### config.mk
export PLATFORM = sky130hd
export DESIGN_NAME = fsc_div
export DESIGN_NICKNAME = d
export VERILOG_FILES = /design/src/sv/fsc_div.sv
export SDC_FILE = /design/constraint.sdc
export NUM_CORES = 1
export LEC_CHECK = 0
export BUFFER_PORTS_ARGS = -buffer_cell sky130_fd_sc_hd__buf_2
export CAP_MARGIN = 20
export CORE_MARGIN = 2
export CORE_UTILIZATION = 60
export DETAILED_ROUTE_END_ITERATION = 10
export PLACE_DENSITY = 0.81
export SLEW_MARGIN = 20
export SYNTH_ARGS = -nofsm -noshare
export SYNTH_HDL_FRONTEND = slang
export SYNTH_SLANG_ARGS = --single-unit
### constraint.sdc
create_clock -name clk -period 5.14 [get_ports clk]
set_input_delay 0 -clock clk [delete_from_list [all_inputs] [get_ports clk]]
set_output_delay 0 -clock clk [all_outputs]
set_load 0.1 [all_outputs]
### src/sv/fsc_div.sv
// fsc_div: pipelined unsigned restoring divider, one quotient bit per stage,
// with a side-band word carried alongside. Depends on nothing.
`default_nettype none
module fsc_div #(
    parameter int NW = 8,
    parameter int DW = 8,
    parameter int PW = 1
) (
    input  logic          clk,
    input  logic          rst_n,
    input  logic          en,
    input  logic          in_valid,
    input  logic [NW-1:0] num,
    input  logic [DW-1:0] den,
    input  logic [PW-1:0] side_in,
    output logic          out_valid,
    output logic [NW-1:0] quo,
    output logic [PW-1:0] side_out
);
    logic [NW:0]   valid_reg;
    logic [DW-1:0] rem_reg [0:NW];
    logic [NW-1:0] nq_reg [0:NW];
    logic [DW-1:0] den_reg [0:NW];
    logic [PW-1:0] side_reg [0:NW];

    always_ff @(posedge clk or negedge rst_n)
    begin
        if (!rst_n)
        begin
            valid_reg <= '0;
        end
        else if (en)
        begin
            valid_reg <= {valid_reg[NW-1:0], in_valid};
        end
    end

    always_ff @(posedge clk)
    begin
        if (en)
        begin
            rem_reg[0] <= '0;
            nq_reg[0] <= num;
            den_reg[0] <= den;
            side_reg[0] <= side_in;
        end
    end

    for (genvar i = 0; i < NW; i++)
    begin : g_stage
        logic [DW:0]   trial;
        logic [DW:0]   diff;
        logic          ge;
        logic [DW-1:0] rem_next;
        logic [NW-1:0] nq_next;

        assign trial = {rem_reg[i], nq_reg[i][NW-1]};
        assign diff = trial - {1'b0, den_reg[i]};
        assign ge = trial >= {1'b0, den_reg[i]};
        assign rem_next = ge ? diff[DW-1:0] : trial[DW-1:0];
        assign nq_next = {nq_reg[i][NW-2:0], ge};

        always_ff @(posedge clk)
        begin
            if (en)
            begin
                rem_reg[i+1] <= rem_next;
                nq_reg[i+1] <= nq_next;
                den_reg[i+1] <= den_reg[i];
                side_reg[i+1] <= side_reg[i];
            end
        end
    end

    assign out_valid = valid_reg[NW];
    assign quo = nq_reg[NW];
    assign side_out = side_reg[NW];
endmodule
`default_nettype wire
# --- Yosys cells after proc, flatten, opt, wreduce, memory -nomap -nowiden ---
# Memories as Yosys holds them, arrays and structs flattened.
# Index checks and enable logic that the tools add are counted.
word_totals:
  n_memories: 4
  mem_bits_rw: 225
  elab_cells: 31
  out_inout_bits: 10
  reg_bits: 9
  in_bits: 21
mem_list:
  columns: ["memory", "depth", "width", "read_ports", "rd_clocked_by_memory_dff", "write_ports", "line_no", "rtl"]
  rows:
  - ["den_reg", 9, 8, 8, 0, 9, "23", "logic [DW-1:0] den_reg [0:NW];"]
  - ["nq_reg", 9, 8, 9, 0, 9, "22", "logic [NW-1:0] nq_reg [0:NW];"]
  - ["rem_reg", 9, 8, 8, 0, 9, "21", "logic [DW-1:0] rem_reg [0:NW];"]
  - ["side_reg", 9, 1, 9, 0, 9, "24", "logic [PW-1:0] side_reg [0:NW];"]
classes:
  magnitude_cmp: 8
  muxes: 10
  addsub: 8
op_table:
  columns: ["op", "n"]
  rows:
  - ["9-bit by 8-bit greater-or-equal comparator with 1-bit output", 8]
  - ["8-bit two-way mux", 8]
  - ["8-bit subtractor", 8]
  - ["1-bit two-way mux", 2]

# --- Longest topological paths before layout ---
# Gate-level depths: netlist (run 1).
depth:
  depth_word: 2
  depth_mapped: 8
  ltp_nobuf: 8

# --- Worst setup path after synthesis (run 1) ---
# No wires, ideal clock.
synth_path:
  kind: "flip-flop to flip-flop"
  start: "memory rem_reg[4][2] (netlist: rem_reg[0][34])"
  end: "memory rem_reg[5][2] (netlist: rem_reg[0][42]) (data pin)"
  required_time_ns: 4.880
  path_stages_with_launch: 7
  path_buffers: 0
  setup_time_ns: 0.260
  period_less_slack_ns: 2.376
  arrival_ns: 2.116
  setup_slack_ns: 2.764
  path_cell_list: "edfxtp_1 ha_1 a21o_1 a21oi_2 a31oi_1 a2111oi_4 mux2_2"
synth_lines:
  columns: ["element", "line_no"]
  rows:
  - ["start: declaration", "21"]

==> parameters.txt, run 1 <==
Parameter                              Value

Outcome
  Outcome ... finished, final reports clean

Route
  Remaining routing DRC violations ... 0
  Ratio of routed vias to standard cells ... 5.51
  Number of design-rule violations left by the first detailed-router iteration ... 278
  Detail Route Antenna Nets ... 0
  Average wire per standard cell ... between 15 and 20 microns
  DRT Pass-1 Iters ... 4
  Vias ... 5195
  Routed wire length ... 15.1 mm

Timing
  Final hold violation count ... 0
  Tcrit/Tclk final ... between 50 and 60%
  Worst slew pin tran ... 0.973 ns
  Achievable frequency ... 379 MHz
  Worst-case headroom to the max-slew limit ... between 30% and 40%
  Final count of pins violating max slew ... 0
  Final Critical Period ... 2.64 ns
  Setup repair after global routing missed its margin ... false
  Hold Slack ... 0.210 ns
  Total negative setup slack ... 0 ns
  Endpoints failing setup ... 0
  Clock Skew ... 0.0103 ns
  Post-route setup slack ... 2.50 ns

Floorplan
  Standard cell core area ... 15700 sq um
  FP Rows ... 46
  Number of top-level design ports ... 31
  Height of the die ... 130 microns
  Initial standard-cell utilization of the core ... 60.7%
  Die area ... 16900 sq um
  Die X-Extent ... 130 microns

CTS
  Total clock sinks ... 210
  Clock Tree Buf Depth ... 3
  Insertion delay of the later-clocked pin in the worst-skew pair ... roughly 0.5 ns
  Depth of the CTS H-tree ... 1
  TritonCTS Buffers ... 22
  Root buffer cell ... clkbuf_16
  Clock tree from TritonCTS ... yes
  Clock slew at the register clock pins of the worst setup and hold paths ... 0.06 ns

Power
  Power Total ... about 4.9 mW
  Leakage Power ... 4.33 nW
  Areal power density over the cells ... roughly 450 nW/um^2
  Maximum resistive drop on vdd ... 0.326 mV

Cells and area
  Finished Cell Area ... 10800 sq um
  Layout cells sized above 1 ... between 15 and 20%
  Flip-flop count of the largest register, all copies and words added ... 72
  Final instance count without filler cells ... between 900 and 1000
  Area added between synthesis and finish ... 14.0%
  Number of antenna cells inserted ... 0
  Utilization of the core after routing ... between 60 and 70%
  Number of nets in the layout ... 797

Logic synthesis
  Main area contributors after synthesis ... edfxtp_1, ha_1, mux2_2
  Async set-reset flop share out of synthesis ... 4.29%
  Count of warnings emitted by yosys ... 0
  Adder-Cell Fraction of Synth Area ... roughly 8.9%
  Largest area contributor in the synthesized netlist ... edfxtp_1
  Register bit count reported by yosys ... 210
  Post-synthesis area per instance ... 14.8 sq um
  Synth Area in Compound Gates ... roughly 7.4%
  Top cells by count, synth ... edfxtp_1, inv_1, ha_1
  Sequential-to-total area share from yosys stat ... 65.9%
  Number of distinct library cells after synthesis ... 40
  Number of synthesized flops with an enable pin ... between 200 and 250
  Share of Yosys cell area claimed by the top area cell type ... 63.5%
  Predominant post-synthesis flop cell ... edfxtp_1
  Combinational family with the most area after synthesis ... adder cells
  Synthesized net count ... between 700 and 800
  Number of cells produced by synthesis ... 642
  Simple logic cell fraction of the synthesized area ... 5.59%
  Mapped Area ... 9510 sq um
  Multiplexer area fraction after synthesis ... 6.76%
  Xor-xnor portion of the synthesized cell area ... about 2.2%
  Cell with the most instances after synthesis ... edfxtp_1

Global routing
  Total routing usage reported by global routing ... 18.9%
  Via count of the first global-routing pass ... between 5000 and 6000
  Overflow after GRT ... 0
  Pin count of the biggest net entering global routing ... 128
  First-pass GRT wire length ... 25.1 mm
  Antenna violations before repair ... 0

Placed design
  Count of input and output buffers ... 30
  Pre-CTS WS ... 2.53 ns
  Cell area reported after detailed placement ... 9920 sq um
  Placed insts ... 884
  DPL Wire Length ... between 10 and 15 mm
  Global placement routability congestion ... 0.866

Setup path
  Number of cell instances on the worst register-to-register path ... 6
  Type of destination of the critical path ... flop
  Worst Path Class, Setup ... reg -> reg
  Crit Path Max Fanout ... 8
  Worst EP arrival ... ~2.9 ns
  Endpoint required time on the critical path ... 5.39 ns
  Startpoint class of the critical path ... flop

Flow run
  Max-capacitance violation count ... 0

Min path
  Worst hold-check path type ... in -> reg
  Worst Hold Path Cells ... 2
worst paths after layout:
kind / startpoint / to / slack (ns)
max in group asynchronous: rst_n / valid_reg[4]$_DFFE_PN0P_ / 4.39
worst min register to register: nq_reg[4][2]$_DFFE_PP_ / nq_reg[5][3]$_DFFE_PP_ / 0.42
min in group asynchronous: rst_n / valid_reg[1]$_DFFE_PN0P_ / 0.48
worst max register to register: rem_reg[0][34]$_DFFE_PP_ / rem_reg[0][43]$_DFFE_PP_ / 2.50
worst max-delay path: rem_reg[0][34]$_DFFE_PP_ / rem_reg[0][43]$_DFFE_PP_ / 2.50
worst min-delay path: den[0] / den_reg[0][0]$_DFFE_PP_ / 0.21
cell type report:
cell class | count | area (sq um)
Clock buffer | 32 | 619
Clock inverter | 7 | 98.8
Tap cell | 216 | 270
Fill cell | 1021 | 4810
Multi-Input combinational cell | 351 | 2940
Timing Repair Buffer | 52 | 374
Inverter | 75 | 282
Sequential cell | 210 | 6260
what timing repair did:
action | 4_1_cts | 5_1_grt
hold endpoints to repair | 27 | 0
resized for setup | 0 | 0
hold buffers | 20 | 0
buffers inserted | 0 | 0
cell families (layout without fill, tap and decap cells):
| family | after synthesis | count (layout) |
|---|---|---|
| muxes | 59 | 59 |
| DFF | 210 | 210 |
| xor gates and xnor gates | 24 | 24 |
| adders and majority gates | 64 | 64 |
| buffers and inverters | 81 | 166 |
| AOI/OAI and AO/OA | 101 | 101 |
| and+or+nand+nor | 103 | 103 |
power breakdown:
part           total (mW)  switching, mW  leakage [nW]  internal (mW)
clock                1.55          0.614         0.347          0.941
combinational        1.09          0.591          1.90          0.497
sequential           2.27         0.0989          2.08           2.17
total                4.91           1.30          4.33           3.60
cell usage in the layout, fill, tap and decap left out, types with 12 or more instances in the layout:
cell	n
nor2_1	33
ha_1	58
o21ai_0	23
mux2i_1	17
nand2b_1	14
buf_2	29
inv_1	75
a21oi_1	19
clkbuf_16	23
nand2_1	12
mux2_2	42
dlygate4sd3_1	20
nor2b_1	12
xnor2_1	17
edfxtp_1	201
critical path, stage by stage (launching register included):
cell and delay, ns:
edfxtp_1 0.41, ha_1 0.39, a21o_1 0.19, a21oi_2 0.17, a31oi_1 0.14, a2111oi_4 0.67, mux2_2 0.41
per-layer routing:
metal	wire [microns]	global-route usage, %
met3	567	3.16
met2	8530	37.1
met4	454	7.84
met1	5540	19.7
met5	0	0
(Power assumes the default switching activity.)
==> run 2: changes to the inputs <==
clock period = 2.6 ns   (was 5.14 ns; I/O delays follow)
==> parameters.txt, run 2 (synthesis gave the netlist of run 1 again) <==
Parameter                              Value

Global routing
  First-pass GRT wire length ... 24.1 mm (-3.9%)
  Total routing usage reported by global routing ... 18.0% (-0.82 points)
  Pin count of the biggest net entering global routing ... 96 (-25%)
  Overflow after GRT ... 0 (unchanged)
  Antenna violations before repair ... 0 (unchanged)
  Via count of the first global-routing pass ... 5470 (-0.29%)

Cells and area
  Fill cell instance count of the final layout ... 1031 (+0.98%)
  Utilization of the core after routing ... 70.0% (+0.74 points)
  Number of antenna cells inserted ... 0 (unchanged)
  Commonest non-fill, non-tap cell in the layout ... edfxtp_1
  Finished Cell Area ... 11000 sq um (+1.1%)
  Flip-flop count of the largest register, all copies and words added ... 72 (unchanged)
  Number of nets in the layout ... 800 (+0.38%)
  Area added between synthesis and finish ... 15.3%
  Layout cells sized above 1 ... 16.7% (+1.3 points)
  Commonest cells after routing, fill and taps aside ... edfxtp_1, inv_1, ha_1

Power
  Maximum resistive drop on vdd ... 0.835 mV (+160%)
  Areal power density over the cells ... 905 nW/um^2 (+100%)
  Power Total ... 9.92 mW (+100%)
  Leakage Power ... 4.39 nW (+1.4%)

Outcome
  Outcome ... finished, final reports clean

Placed design
  Count of input and output buffers ... 30 (unchanged)
  Global placement routability congestion ... 0.890 (+2.9%)
  DPL Wire Length ... 9.94 mm (-1.5%)
  Cell area reported after detailed placement ... 9970 sq um (+0.48%)

Flow run
  Max-capacitance violation count ... 0 (unchanged)

Setup path
  Endpoint required time on the critical path ... 2.84 ns (-2.55 ns)
  Cells along the critical path ... ha_1 -> a21o_1 -> a21oi_2 -> a31oi_1 -> a2111oi_4 -> buf_4 -> mux2_2
  Crit Path Max Fanout ... 8 (unchanged)
  Slowest stage delay, CP ... 0.42 ns (-0.25 ns)
  Startpoint class of the critical path ... flop
  Slowest CP cell ... edfxtp_1
  Worst Path Class, Setup ... reg -> reg
  Worst EP arrival ... 2.73 ns (-0.16 ns)
  Type of destination of the critical path ... flop

CTS
  Depth of the CTS H-tree ... 1 (unchanged)
  Clock slew at the register clock pins of the worst setup and hold paths ... 0.06 ns (about the same)
  Root buffer cell ... clkbuf_16
  Clock Tree Buf Depth ... 3 (unchanged)
  Total clock sinks ... 210 (unchanged)
  Clock tree from TritonCTS ... yes
  TritonCTS Buffers ... 22 (unchanged)
  Count of cells resized by post-cts repair ... 0 (unchanged)
  Postcts setup bufs ... 0 (unchanged)
  Insertion delay of the later-clocked pin in the worst-skew pair ... 0.50 ns (about the same)

Floorplan
  Die area ... 16900 sq um (unchanged)
  Height of the die ... 130 microns (unchanged)
  Die X-Extent ... 130 microns (unchanged)
  Number of top-level design ports ... 31 (unchanged)
  FP Rows ... 46 (unchanged)
  Initial standard-cell utilization of the core ... 60.7% (unchanged)
  Standard cell core area ... 15700 sq um (unchanged)

Timing
  Tcrit/Tclk final ... 95.7% (+44 points)
  Setup repair after global routing missed its margin ... false
  Worst-case headroom to the max-slew limit ... 50.9% (+16 points)
  Final hold violation count ... 0 (unchanged)
  Clock Skew ... 0.0138 ns (+0.00352 ns)
  Worst slew pin tran ... 0.736 ns (-0.237 ns)
  Achievable frequency ... 402 MHz (+6.0%)
  Total negative setup slack ... 0 ns (unchanged)
  Final Critical Period ... 2.49 ns (-0.149 ns)
  Final count of pins violating max slew ... 0 (unchanged)
  Hold Slack ... 0.185 ns (-0.0251 ns)
  Endpoints failing setup ... 0 (unchanged)

Route
  Average wire per standard cell ... 15.3 microns (-4.4%)
  Detail Route Antenna Nets ... 0 (unchanged)
  Vias ... 5194 (-0.019%)
  Remaining routing DRC violations ... 0 (unchanged)
  Ratio of routed vias to standard cells ... 5.48 (-0.44%)
  Routed wire length ... 14.5 mm (-4.0%)
  Number of design-rule violations left by the first detailed-router iteration ... 286 (+2.9%)
  DRT Pass-1 Iters ... 4 (unchanged)

Min path
  Worst hold-check path type ... in -> reg
==> run 2: cell types whose count changed in the layout (fill, tap and decap cells not counted), sizes merged <==
cell      change
inv           -2
bufinv        +2
clkinvlp      +2
clkinv        +2
clkbuf        -3
buf           +3
==> run 2: metal layers <==
layer / GRT usage (%) / part of all wire (%)
met1: 17.7 / 36
met2: 36.8 / 57
met3: 3.24 / 3.0
met4: 7.02 / 3.3
met5: 0 / 0
==> run 2: area by class of cell <==
class,count,area (sq um),area share [%]
Clock inverter,11,159,1.45
Timing Repair Buffer,55,422,3.85
Tap cell,216,270,2.47
Clock buffer,29,628,5.73
Inverter,75,282,2.57
Multi-Input combinational cell,351,2940,26.8
Sequential cell,210,6260,57.1
==> run 2: worst max-delay path: cells and delay by family, from the launching register on <==
family	cells	cell delay [ns]
buf+inv	1	0.22
fa+ha+maj	1	0.38
flops	1	0.42
mux	1	0.35
compound gates	4	0.86
==> run 2: where the power goes <==
part / internal, mW / switching [mW]
Sequential: 4.28 / 0.189
Combinational: 0.994 / 1.15
Clock: 2.09 / 1.21
Total: 7.37 / 2.55
==> run 2: through the flow <==
stage	setup WS, ns	std cells
floorplan	0.224	642
global placement	0.244	887
detailed placement	0.176	887
CTS	0.137	947
global route	0.00620	947
finish	0.111	947
==> run 2: timing repair <==
item                                   CTS  global route
hold buffers                            20             0
endpoints found under the hold margin   27             0
setup endpoints to repair                0             0
==> run 2: final timing paths <==
kind	start	depth (start not counted)	slack, ns	endpoint
setup reg to reg	rem_reg[0][34]$_DFFE_PP_	7	0.11	rem_reg[0][46]$_DFFE_PP_
hold reg to reg	nq_reg[2][6]$_DFFE_PP_	0	0.41	nq_reg[3][7]$_DFFE_PP_
min in group asynchronous	rst_n	3	0.48	valid_reg[1]$_DFFE_PN0P_
setup / recovery	rem_reg[0][34]$_DFFE_PP_	7	0.11	rem_reg[0][46]$_DFFE_PP_
max in group asynchronous	rst_n	3	1.83	valid_reg[5]$_DFFE_PN0P_
hold / removal	en	1	0.18	den_reg[0][14]$_DFFE_PP_
